<file path="src/sv/aitp_pkg.sv">
// Package for the archive index tree parser: phase and record codes, widths,
// result word type and small constant tables. No dependencies.
`default_nettype none
package aitp_pkg;
	localparam int MAX_DEPTH = 16;
	localparam int LVL_W = $clog2(MAX_DEPTH + 1);
	localparam int ADDR_W = $clog2(MAX_DEPTH);
	localparam int CNT_W = 32;
	localparam logic [7:0] LONG_NAME_MARK = 8'hFF;
	localparam logic [15:0] STAMP_LEN = 16'd64;
	localparam logic [7:0] KIND_DIR = 8'd1;
	localparam logic [7:0] VERSION_STAMPED = 8'd1;

	typedef enum logic [4:0] {
		PH_MAGIC, PH_VERSION, PH_HSIZE, PH_DSIZE, PH_STAMP, PH_NLEN, PH_NLEN_LO,
		PH_NLEN_HI, PH_NAME, PH_KIND, PH_COUNT, PH_OFFSET, PH_FLEN, PH_CSUM,
		PH_MARKER
	} phase_t;

	typedef enum logic [1:0] {C_IDLE, C_POP_RD, C_POP_WR} ctl_t;

	typedef enum logic [2:0] {
		REC_NAME = 3'd0, REC_DIR = 3'd1, REC_FILE = 3'd2, REC_HEADER = 3'd3,
		REC_MARKER = 3'd4, REC_ERROR = 3'd5
	} rec_kind_t;

	typedef enum logic [1:0] {
		ERR_MAGIC = 2'd0, ERR_TRUNC = 2'd1, ERR_NO_MARKER = 2'd2, ERR_DEEP = 2'd3
	} err_t;

	typedef struct packed {
		logic [2:0]  record_kind;
		logic [4:0]  depth;
		logic [7:0]  name_char;
		logic [15:0] name_length;
		logic [31:0] child_count;
		logic [63:0] data_offset;
		logic [31:0] data_length;
		logic [31:0] file_checksum;
		logic [7:0]  format_version;
		logic [31:0] header_size;
		logic [31:0] payload_size;
		logic [1:0]  error_code;
	} res_t;

	function automatic logic [7:0] magic_byte(input logic [1:0] i);
		case (i)
			2'd0: magic_byte = 8'h50;
			2'd1: magic_byte = 8'h41;
			default: magic_byte = 8'h4B;
		endcase
	endfunction

	function automatic logic [7:0] marker_byte(input logic [1:0] i);
		case (i)
			2'd0: marker_byte = 8'h44;
			2'd1: marker_byte = 8'h41;
			2'd2: marker_byte = 8'h54;
			default: marker_byte = 8'h41;
		endcase
	endfunction
endpackage
`default_nettype wire

</file>
<file path="src/sv/aitp_if.sv">
// Handshake channels of the archive index tree parser: byte input and record
// output. No dependencies.
`default_nettype none
interface aitp_byte_if;
	logic       valid;
	logic       ready;
	logic [7:0] data_byte;
	logic       last_byte;
	modport source (output valid, data_byte, last_byte, input ready);
	modport sink (input valid, data_byte, last_byte, output ready);
endinterface

interface aitp_rec_if;
	logic        valid;
	logic        ready;
	logic [2:0]  record_kind;
	logic [4:0]  depth;
	logic [7:0]  name_char;
	logic [15:0] name_length;
	logic [31:0] child_count;
	logic [63:0] data_offset;
	logic [31:0] data_length;
	logic [31:0] file_checksum;
	logic [7:0]  format_version;
	logic [31:0] header_size;
	logic [31:0] payload_size;
	logic [1:0]  error_code;
	modport source (output valid, record_kind, depth, name_char, name_length, child_count,
		data_offset, data_length, file_checksum, format_version, header_size,
		payload_size, error_code, input ready);
	modport sink (input valid, record_kind, depth, name_char, name_length, child_count,
		data_offset, data_length, file_checksum, format_version, header_size,
		payload_size, error_code, output ready);
endinterface
`default_nettype wire

</file>
<file path="src/sv/archive_index_tree_parser.sv">
// Archive index tree parser top level. Depends on aitp_pkg, aitp_if and aitp_ram.
//
// The parser takes one archive byte per accepted word. When a file entry or an
// empty directory completes, the open directory counts held in the child-count
// RAM are decremented one level at a time, each level with a read step and a
// write-back step; at most MAX_DEPTH levels are visited.
// A record is presented in an output register, and a new byte is taken while
// the previous record is being taken.
`default_nettype none
module archive_index_tree_parser (
	input wire logic clk,
	input wire logic arst_n,
	aitp_byte_if.sink arch,
	aitp_rec_if.source rec
);
	import aitp_pkg::*;

	phase_t phase_q, phase_n;
	ctl_t ctl_q, ctl_n;
	logic [15:0] cnt_q, cnt_n;
	logic [63:0] shift_q, shift_n;
	logic [15:0] nlen_q, nlen_n;
	logic [7:0] kind_q, kind_n;
	logic [63:0] off_q, off_n;
	logic [31:0] len_q, len_n;
	logic [LVL_W-1:0] lvl_q, lvl_n;
	logic fin_q, fin_n;
	logic last_q, last_n;
	res_t hold_q, hold_n;
	res_t out_q, out_n;
	logic out_valid_q, out_valid_n;

	logic acc, load;
	logic ram_we;
	logic [ADDR_W-1:0] ram_waddr, ram_raddr;
	logic [CNT_W-1:0] ram_wdata, ram_rdata;

	aitp_ram #(.WIDTH(CNT_W), .DEPTH(MAX_DEPTH)) u_children (
		.clk(clk), .we(ram_we), .waddr(ram_waddr), .wdata(ram_wdata),
		.raddr(ram_raddr), .rdata(ram_rdata)
	);

	assign arch.ready = (ctl_q == C_IDLE) && (!out_valid_q || rec.ready);
	assign acc = arch.valid && arch.ready;

	always_comb begin
		logic [7:0] b;
		logic [15:0] cnt_inc;
		logic [63:0] tk;
		logic [3:0] need;
		logic done, have, err_v, fin_entry, rearm;
		logic [1:0] err_c;
		logic [31:0] dec;
		logic [LVL_W-1:0] lvl_d;
		res_t r;

		b = arch.data_byte;
		cnt_inc = cnt_q + 16'd1;
		tk = ((cnt_q == 16'd0) ? 64'd0 : shift_q) | (64'(b) << {cnt_q[2:0], 3'b000});
		need = 4'd4;
		have = 1'b0;
		err_v = 1'b0;
		err_c = ERR_MAGIC;
		fin_entry = 1'b0;
		rearm = 1'b0;
		r = '0;
		dec = ram_rdata - 32'd1;
		lvl_d = lvl_q - LVL_W'(1);

		phase_n = phase_q;
		ctl_n = ctl_q;
		cnt_n = cnt_q;
		shift_n = shift_q;
		nlen_n = nlen_q;
		kind_n = kind_q;
		off_n = off_q;
		len_n = len_q;
		lvl_n = lvl_q;
		fin_n = fin_q;
		last_n = last_q;
		hold_n = hold_q;
		ram_we = 1'b0;
		ram_waddr = lvl_q[ADDR_W-1:0];
		ram_wdata = '0;
		ram_raddr = lvl_d[ADDR_W-1:0];

		if (phase_q == PH_OFFSET && kind_q[1]) begin
			need = 4'd8;
		end
		done = (cnt_inc >= 16'(need));

		unique case (ctl_q)
			C_IDLE: begin
				if (acc && !fin_q) begin
					unique case (phase_q)
						PH_MAGIC: begin
							if (b != magic_byte(cnt_q[1:0])) begin
								err_v = 1'b1;
								err_c = ERR_MAGIC;
							end else if (cnt_inc >= 16'd3) begin
								cnt_n = '0;
								phase_n = PH_VERSION;
							end else begin
								cnt_n = cnt_inc;
							end
						end
						PH_VERSION: begin
							kind_n = b;
							cnt_n = '0;
							phase_n = PH_HSIZE;
						end
						PH_HSIZE: begin
							shift_n = tk;
							cnt_n = done ? 16'd0 : cnt_inc;
							if (done) begin
								len_n = tk[31:0];
								phase_n = PH_DSIZE;
							end
						end
						PH_DSIZE: begin
							shift_n = tk;
							cnt_n = done ? 16'd0 : cnt_inc;
							if (done) begin
								have = 1'b1;
								r.record_kind = REC_HEADER;
								r.format_version = kind_q;
								r.header_size = len_q;
								r.payload_size = tk[31:0];
								phase_n = (kind_q == VERSION_STAMPED) ? PH_STAMP : PH_NLEN;
							end
						end
						PH_STAMP: begin
							if (cnt_inc >= STAMP_LEN) begin
								cnt_n = '0;
								phase_n = PH_NLEN;
							end else begin
								cnt_n = cnt_inc;
							end
						end
						PH_NLEN: begin
							cnt_n = '0;
							if (b == LONG_NAME_MARK) begin
								phase_n = PH_NLEN_LO;
							end else begin
								nlen_n = 16'(b);
								phase_n = (b == 8'd0) ? PH_KIND : PH_NAME;
							end
						end
						PH_NLEN_LO: begin
							nlen_n = 16'(b);
							phase_n = PH_NLEN_HI;
						end
						PH_NLEN_HI: begin
							nlen_n = {b, nlen_q[7:0]};
							cnt_n = '0;
							phase_n = ({b, nlen_q[7:0]} == 16'd0) ? PH_KIND : PH_NAME;
						end
						PH_NAME: begin
							have = 1'b1;
							r.record_kind = REC_NAME;
							r.depth = 5'(lvl_q);
							r.name_char = b;
							r.name_length = nlen_q;
							if (cnt_inc >= nlen_q) begin
								cnt_n = '0;
								phase_n = PH_KIND;
							end else begin
								cnt_n = cnt_inc;
							end
						end
						PH_KIND: begin
							kind_n = b;
							cnt_n = '0;
							phase_n = (b == KIND_DIR) ? PH_COUNT : PH_OFFSET;
						end
						PH_COUNT: begin
							shift_n = tk;
							cnt_n = done ? 16'd0 : cnt_inc;
							if (done) begin
								if (tk[31:0] != 32'd0 && lvl_q >= LVL_W'(MAX_DEPTH)) begin
									err_v = 1'b1;
									err_c = ERR_DEEP;
								end else begin
									have = 1'b1;
									r.record_kind = REC_DIR;
									r.depth = 5'(lvl_q);
									r.name_length = nlen_q;
									r.child_count = tk[31:0];
									if (tk[31:0] == 32'd0) begin
										fin_entry = 1'b1;
									end else begin
										ram_we = 1'b1;
										ram_wdata = tk[31:0];
										lvl_n = lvl_q + LVL_W'(1);
										phase_n = PH_NLEN;
									end
								end
							end
						end
						PH_OFFSET: begin
							shift_n = tk;
							cnt_n = done ? 16'd0 : cnt_inc;
							if (done) begin
								off_n = tk;
								phase_n = PH_FLEN;
							end
						end
						PH_FLEN: begin
							shift_n = tk;
							cnt_n = done ? 16'd0 : cnt_inc;
							if (done) begin
								len_n = tk[31:0];
								phase_n = PH_CSUM;
							end
						end
						PH_CSUM: begin
							shift_n = tk;
							cnt_n = done ? 16'd0 : cnt_inc;
							if (done) begin
								have = 1'b1;
								r.record_kind = REC_FILE;
								r.depth = 5'(lvl_q);
								r.name_length = nlen_q;
								r.data_offset = off_q;
								r.data_length = len_q;
								r.file_checksum = tk[31:0];
								fin_entry = 1'b1;
							end
						end
						PH_MARKER: begin
							if (b != marker_byte(cnt_q[1:0])) begin
								err_v = 1'b1;
								err_c = ERR_NO_MARKER;
							end else if (cnt_inc >= 16'd4) begin
								cnt_n = '0;
								have = 1'b1;
								r.record_kind = REC_MARKER;
								fin_n = 1'b1;
							end else begin
								cnt_n = cnt_inc;
							end
						end
						default: begin
							fin_n = 1'b1;
						end
					endcase

					if (fin_entry && lvl_q != '0) begin
						// Hold the record until the pop walk through the open directory counts ends.
						have = 1'b0;
						hold_n = r;
						last_n = arch.last_byte;
						ctl_n = C_POP_RD;
					end else begin
						if (fin_entry) begin
							cnt_n = '0;
							phase_n = PH_MARKER;
						end
						if (!err_v && arch.last_byte && !fin_n) begin
							err_v = 1'b1;
							err_c = (phase_n == PH_MARKER) ? ERR_NO_MARKER : ERR_TRUNC;
						end
						rearm = arch.last_byte;
					end
				end else if (acc) begin
					rearm = arch.last_byte;
				end
			end
			C_POP_RD: begin
				ctl_n = C_POP_WR;
			end
			C_POP_WR: begin
				ram_we = 1'b1;
				ram_waddr = lvl_d[ADDR_W-1:0];
				ram_wdata = dec;
				if (dec == 32'd0 && lvl_d != '0) begin
					lvl_n = lvl_d;
					ctl_n = C_POP_RD;
				end else begin
					if (dec == 32'd0) begin
						lvl_n = lvl_d;
					end
					ctl_n = C_IDLE;
					cnt_n = '0;
					phase_n = (dec == 32'd0) ? PH_MARKER : PH_NLEN;
					have = 1'b1;
					r = hold_q;
					if (last_q) begin
						err_v = 1'b1;
						err_c = (dec == 32'd0) ? ERR_NO_MARKER : ERR_TRUNC;
					end
					rearm = last_q;
				end
			end
			default: begin
				ctl_n = C_IDLE;
			end
		endcase

		if (err_v) begin
			r = '0;
			r.record_kind = REC_ERROR;
			r.error_code = err_c;
			have = 1'b1;
			fin_n = 1'b1;
		end

		if (rearm) begin
			phase_n = PH_MAGIC;
			cnt_n = '0;
			shift_n = '0;
			nlen_n = '0;
			kind_n = '0;
			off_n = '0;
			len_n = '0;
			lvl_n = '0;
			fin_n = 1'b0;
		end

		load = have;
		out_n = have ? r : out_q;
		out_valid_n = have ? 1'b1 : (out_valid_q && !rec.ready);
	end

	always_ff @(posedge clk or negedge arst_n) begin
		if (!arst_n) begin
			phase_q <= PH_MAGIC;
			ctl_q <= C_IDLE;
			cnt_q <= '0;
			shift_q <= '0;
			nlen_q <= '0;
			kind_q <= '0;
			off_q <= '0;
			len_q <= '0;
			lvl_q <= '0;
			fin_q <= 1'b0;
			last_q <= 1'b0;
			out_valid_q <= 1'b0;
		end else begin
			phase_q <= phase_n;
			ctl_q <= ctl_n;
			cnt_q <= cnt_n;
			shift_q <= shift_n;
			nlen_q <= nlen_n;
			kind_q <= kind_n;
			off_q <= off_n;
			len_q <= len_n;
			lvl_q <= lvl_n;
			fin_q <= fin_n;
			last_q <= last_n;
			out_valid_q <= out_valid_n;
		end
	end

	always_ff @(posedge clk) begin
		hold_q <= hold_n;
		if (load) begin
			out_q <= out_n;
		end
	end

	assign rec.valid = out_valid_q;
	assign rec.record_kind = out_q.record_kind;
	assign rec.depth = out_q.depth;
	assign rec.name_char = out_q.name_char;
	assign rec.name_length = out_q.name_length;
	assign rec.child_count = out_q.child_count;
	assign rec.data_offset = out_q.data_offset;
	assign rec.data_length = out_q.data_length;
	assign rec.file_checksum = out_q.file_checksum;
	assign rec.format_version = out_q.format_version;
	assign rec.header_size = out_q.header_size;
	assign rec.payload_size = out_q.payload_size;
	assign rec.error_code = out_q.error_code;

	// A pop walk only runs while some directory is open.
	a_pop_level: assert property (@(posedge clk) disable iff (!arst_n)
		(ctl_q != C_IDLE) |-> (lvl_q != '0))
		else $error("pop walk with empty stack");

	// A write-back always follows its own read cycle.
	a_pop_order: assert property (@(posedge clk) disable iff (!arst_n)
		(ctl_q == C_POP_WR) |-> ($past(ctl_q) == C_POP_RD))
		else $error("write-back without read");

	// No byte is taken during a pop walk.
	a_no_accept: assert property (@(posedge clk) disable iff (!arst_n)
		(ctl_q != C_IDLE) |-> !arch.ready)
		else $error("byte accepted while popping");

	// The stack never grows past its bound.
	a_depth: assert property (@(posedge clk) disable iff (!arst_n)
		lvl_q <= LVL_W'(MAX_DEPTH))
		else $error("stack level out of range");
endmodule
`default_nettype wire

</file>
<file path="src/sv/aitp_ram.sv">
// Generic simple dual-port RAM with one write port and a registered read.
// No dependencies.
`default_nettype none
module aitp_ram #(
	parameter int WIDTH = 32,
	parameter int DEPTH = 16
) (
	input  wire logic                     clk,
	input  wire logic                     we,
	input  wire logic [$clog2(DEPTH)-1:0] waddr,
	input  wire logic [WIDTH-1:0]         wdata,
	input  wire logic [$clog2(DEPTH)-1:0] raddr,
	output logic [WIDTH-1:0]              rdata
);
	logic [WIDTH-1:0] mem [DEPTH];

	always_ff @(posedge clk) begin
		if (we) begin
			mem[waddr] <= wdata;
		end
		rdata <= mem[raddr];
	end
endmodule
`default_nettype wire

</file>
<file path="src/flat_wrapper.sv">
// flat-port wrapper written by rule: the top's interface ports become plain ports
module archive_index_tree_parser_flat import aitp_pkg::*;
  (clk, arst_n, arch_valid, arch_data_byte, arch_last_byte, arch_ready, rec_valid, rec_record_kind, rec_depth, rec_name_char, rec_name_length, rec_child_count, rec_data_offset, rec_data_length, rec_file_checksum, rec_format_version, rec_header_size, rec_payload_size, rec_error_code, rec_ready);
  aitp_byte_if arch_i ();
  aitp_rec_if rec_i ();
  input wire logic clk;
  input wire logic arst_n;
  input wire logic [$bits(arch_i.valid)-1:0] arch_valid;
  input wire logic [$bits(arch_i.data_byte)-1:0] arch_data_byte;
  input wire logic [$bits(arch_i.last_byte)-1:0] arch_last_byte;
  output wire logic [$bits(arch_i.ready)-1:0] arch_ready;
  output wire logic [$bits(rec_i.valid)-1:0] rec_valid;
  output wire logic [$bits(rec_i.record_kind)-1:0] rec_record_kind;
  output wire logic [$bits(rec_i.depth)-1:0] rec_depth;
  output wire logic [$bits(rec_i.name_char)-1:0] rec_name_char;
  output wire logic [$bits(rec_i.name_length)-1:0] rec_name_length;
  output wire logic [$bits(rec_i.child_count)-1:0] rec_child_count;
  output wire logic [$bits(rec_i.data_offset)-1:0] rec_data_offset;
  output wire logic [$bits(rec_i.data_length)-1:0] rec_data_length;
  output wire logic [$bits(rec_i.file_checksum)-1:0] rec_file_checksum;
  output wire logic [$bits(rec_i.format_version)-1:0] rec_format_version;
  output wire logic [$bits(rec_i.header_size)-1:0] rec_header_size;
  output wire logic [$bits(rec_i.payload_size)-1:0] rec_payload_size;
  output wire logic [$bits(rec_i.error_code)-1:0] rec_error_code;
  input wire logic [$bits(rec_i.ready)-1:0] rec_ready;
  assign arch_i.valid = arch_valid;
  assign arch_i.data_byte = arch_data_byte;
  assign arch_i.last_byte = arch_last_byte;
  assign arch_ready = arch_i.ready;
  assign rec_valid = rec_i.valid;
  assign rec_record_kind = rec_i.record_kind;
  assign rec_depth = rec_i.depth;
  assign rec_name_char = rec_i.name_char;
  assign rec_name_length = rec_i.name_length;
  assign rec_child_count = rec_i.child_count;
  assign rec_data_offset = rec_i.data_offset;
  assign rec_data_length = rec_i.data_length;
  assign rec_file_checksum = rec_i.file_checksum;
  assign rec_format_version = rec_i.format_version;
  assign rec_header_size = rec_i.header_size;
  assign rec_payload_size = rec_i.payload_size;
  assign rec_error_code = rec_i.error_code;
  assign rec_i.ready = rec_ready;
  archive_index_tree_parser u_core (.clk(clk), .arst_n(arst_n), .arch(arch_i), .rec(rec_i));
endmodule
</file>
<file path="config.mk">
export PLATFORM = sky130hd
export DESIGN_NAME = archive_index_tree_parser_flat
export DESIGN_NICKNAME = d
export VERILOG_FILES = /design/src/sv/aitp_pkg.sv /design/src/sv/aitp_if.sv /design/src/sv/archive_index_tree_parser.sv /design/src/sv/aitp_ram.sv /design/src/flat_wrapper.sv
export SDC_FILE = /design/constraint.sdc
export NUM_CORES = 2
export LEC_CHECK = 0
export BUFFER_PORTS_ARGS = -buffer_cell sky130_fd_sc_hd__buf_4
export CAP_MARGIN = 10
export CORE_MARGIN = 4
export CORE_UTILIZATION = 30
export DETAILED_ROUTE_END_ITERATION = 8
export GPL_TIMING_DRIVEN = 1
export HOLD_SLACK_MARGIN = 0.03
export PLACE_DENSITY = 0.5
export SYNTH_ARGS = -nofsm -noshare
export SYNTH_HDL_FRONTEND = slang
export SYNTH_SLANG_ARGS = --single-unit
</file>
<file path="constraint.sdc">
create_clock -name clk -period 79.3 [get_ports clk]
set_clock_uncertainty 0.1 [all_clocks]
set_input_delay 7.93 -clock clk [delete_from_list [all_inputs] [get_ports clk]]
set_output_delay 7.93 -clock clk [all_outputs]
set_load 0.005 [all_outputs]
</file>
==> flow_metrics.tcl <==
set metrics [dict create \
    cp.required_ps 71270 \
    synth_edf_count 1042 \
    multiInputGateArea_um2 15400 \
    final-hold-violation-count 0 \
    fin_util 0.355 \
    initial_core_util 0.301 \
    cts.path.max_buffers 3 \
    end_kind "primary output" \
    grt_antenna_before_repair 1 \
    drt_wl_total_um 160000 \
    cp.arrival_ps 8510 \
    fin_ws_ps 62760 \
    ctsRootBufferMaster "clkbuf_16" \
    postCtsResizedCells 0 \
    die_area_um2 186000 \
    post_drt_wl_per_cell_um 25.0 \
    timing.setup.tns_ps 0 \
    async_reset_ff_frac 0.167 \
    final_common_cell "edfxtp_1" \
    die_w_um 431 \
    vias 33126 \
    powerDensity_nw_per_um2 27.7 \
    grt_pass1_wl_um 234000 \
    ant_nets 0 \
    cap_violations 0 \
    viasPerCell 5.18 \
    portBuffers 280 \
    finalPower_mw 1.75 \
    drc 0 \
    core_um2 178000 \
    cts_tree "built" \
    holdPathStages 2 \
    setup_viol 0 \
    hold_buffers 0 \
    max_freq_ghz 0.0605 \
    layout-drive-gt1-share 0.201 \
    ioPinCount 281 \
    grt_util_all_layers 0.169 \
    gp_congestion 0.870 \
    reg2reg_from "u_core.phase_q[1]" \
    fp.dieH_um 431 \
    area_delta_synth_final_pct 17.7 \
    final_nets 3971 \
    timing.rr.end "u_core.rec.payload_size[14]" \
    clk_latency_ps 780 \
    place_ws_ps 62760 \
    cp_max_fo 3 \
    path_cells "buf_4, nand2b_1, and2_1, buf_4" \
    rows 155 \
    final_cell_mix "edfxtp_1, nor2_1, buf_4" \
    hold_start "u_core.shift_q[37]" \
    start_kind "input pin" \
    ir_drop_v 0.0000202 \
    dp_hpwl_um 99500 \
    cts_made_buffers 138 \
    grt-ovfl-total 0 \
    ys_seq_elements 1289 \
    cts_num_sinks 1289 \
    grt_max_degree 186 \
    synth_ff_type "edfxtp_1" \
    worst_slew_pin_slew_ps 1250 \
    cts_setup_buffers 0 \
    cpMostUsedCell "buf_4" \
    syn-num-nets 3738 \
    h-tree-depth 4 \
    reg2reg_depth 19 \
    slew_headroom 0.164 \
    yosysSeqAreaShare 0.695 \
    finalCriticalPeriod_ps 16540 \
    syn_area_um2 53700 \
    yosys-top-cells-area "edfxtp_1, dfrtp_1, mux4_2" \
    fin_crit_sh 0.209 \
    seq_area_um2 37300 \
    yosysTopAreaCell "edfxtp_1" \
    yosysWarnings 0 \
    rsz0062_at_grt "false" \
    min_to "u_core.shift_q[37]" \
    synth.avg_cell_area_um2 14.5 \
    status "complete, no violations" \
    min_path_type "reg2reg" \
    slew_viol_final 0 \
    clkTransAtPathRegs_ps 60 \
    cp_slowest_stage_delay_ps 170 \
    synth_top_cell_area_share 0.583 \
    detailedRoute.firstIterationViolations 3379 \
    yosysUniqueCellTypes 77 \
    critPathKind "in2out" \
    reg2reg_setup_slack_ps 70600 \
    cp_slowest_cell "and2_1" \
    fill_cells 17035 \
    postSynthCellCount 3694 \
    grt_pass1_vias 33196 \
    power.leakage_nw 21.8 \
    dr.pass1.iters 5 \
]
state kept, by name (all words and copies together) (netlist names), 32 cells and up:
name and count:
u_core.hold_q 264, u_core.rec.data_length 32, u_core.shift_q 64, u_core.u_children.mem 512, u_core.off_q 64, u_core.rec.child_count 32
u_core.u_children.rdata 32, u_core.rec.payload_size 32, u_core.rec.data_offset 64, u_core.len_q 32, u_core.rec.file_checksum 32, u_core.rec.header_size 32
critical path: cells and delay by family:
family	cells	cell delay, ps
buffers and inverters	2	240
and+or+nand+nor	2	330
cells in the mapped netlist (7+ instances only):
cell type	n
a22o_1	41
and2_1	110
nand2_1	43
a22oi_1	350
xor2_1	16
buf_1	16
mux4_2	160
a211oi_1	166
or3_1	9
a31oi_1	21
nor3_1	37
dfrtp_1	215
nor2_1	673
ha_1	31
buf_2	55
nand3_1	35
xnor2_1	29
clkbuf_1	212
nor2b_1	9
mux2i_1	14
a21o_1	8
edfxtp_1	1042
nand2b_1	9
nand4_1	18
and3_1	47
nor4_1	31
dfxtp_1	32
a21oi_1	44
inv_1	43
o21a_1	7
o22ai_1	14
or4_1	7
o21ai_0	34
worst max path at each step:
stage	to	slack, ps	start	cells after the start
3_3_place_gp	arch_ready	62740	rec_ready	4
5_1_grt	arch_ready	62720	rec_ready	4
2_1_floorplan	u_core.off_q[32]	41670	arch_data_byte[2]	11
4_1_cts	arch_ready	62760	rec_ready	4
6_report	arch_ready	62760	rec_ready	4
3_5_place_dp	arch_ready	62760	rec_ready	4
power breakdown:
part           internal [mW]  leakage, nW  total (mW)  switching [mW]
Sequential             0.779         13.2       0.813          0.0343
Clock                  0.367         2.19       0.640           0.273
Combinational         0.0901         6.41       0.294           0.204
cell type report:
cell class | instances | share of cell area
clock inverter | 57 | 0.00954
inverter | 46 | 0.00273
multi-input combinational | 2075 | 0.244
timing repair buffer | 377 | 0.0453
antenna | 1 | 0.0000396
clock buffer | 196 | 0.0615
tap | 2355 | 0.0466
sequential | 1289 | 0.590
through the flow:
stage | hold slack [ps] | std cells | area (um^2)
2_1_floorplan | 418 | 3694 | 53700
3_3_place_gp | 450 | 6140 | 58700
3_5_place_dp | 460 | 6140 | 58700
4_1_cts | 467 | 6393 | 63200
5_1_grt | 482 | 6395 | 63200
6_report | 466 | 6396 | 63200
metal layers:
| layer | GRT usage | routed length [um] |
|---|---|---|
| met1 | 0.224 | 68600 |
| met2 | 0.280 | 78300 |
| met3 | 0.0260 | 7580 |
| met4 | 0.0605 | 5460 |
| met5 | 0 | 0 |
cell families (layout without fill, tap and decap cells):
| group | after synthesis | in the layout | synth area share |
|---|---|---|---|
| AOI/OAI and AO/OA | 747 | 747 | 0.103 |
| xor gates and xnor gates | 45 | 45 | 0.00734 |
| other | 0 | 1 | 0 |
| buffers and inverters | 330 | 676 | 0.0244 |
| adders and majority gates | 31 | 31 | 0.00722 |
| DFF | 1289 | 1289 | 0.695 |
| muxes | 178 | 178 | 0.0706 |
| and+or+nand+nor | 1074 | 1074 | 0.0929 |
Power figures use the tool's default switching activity.
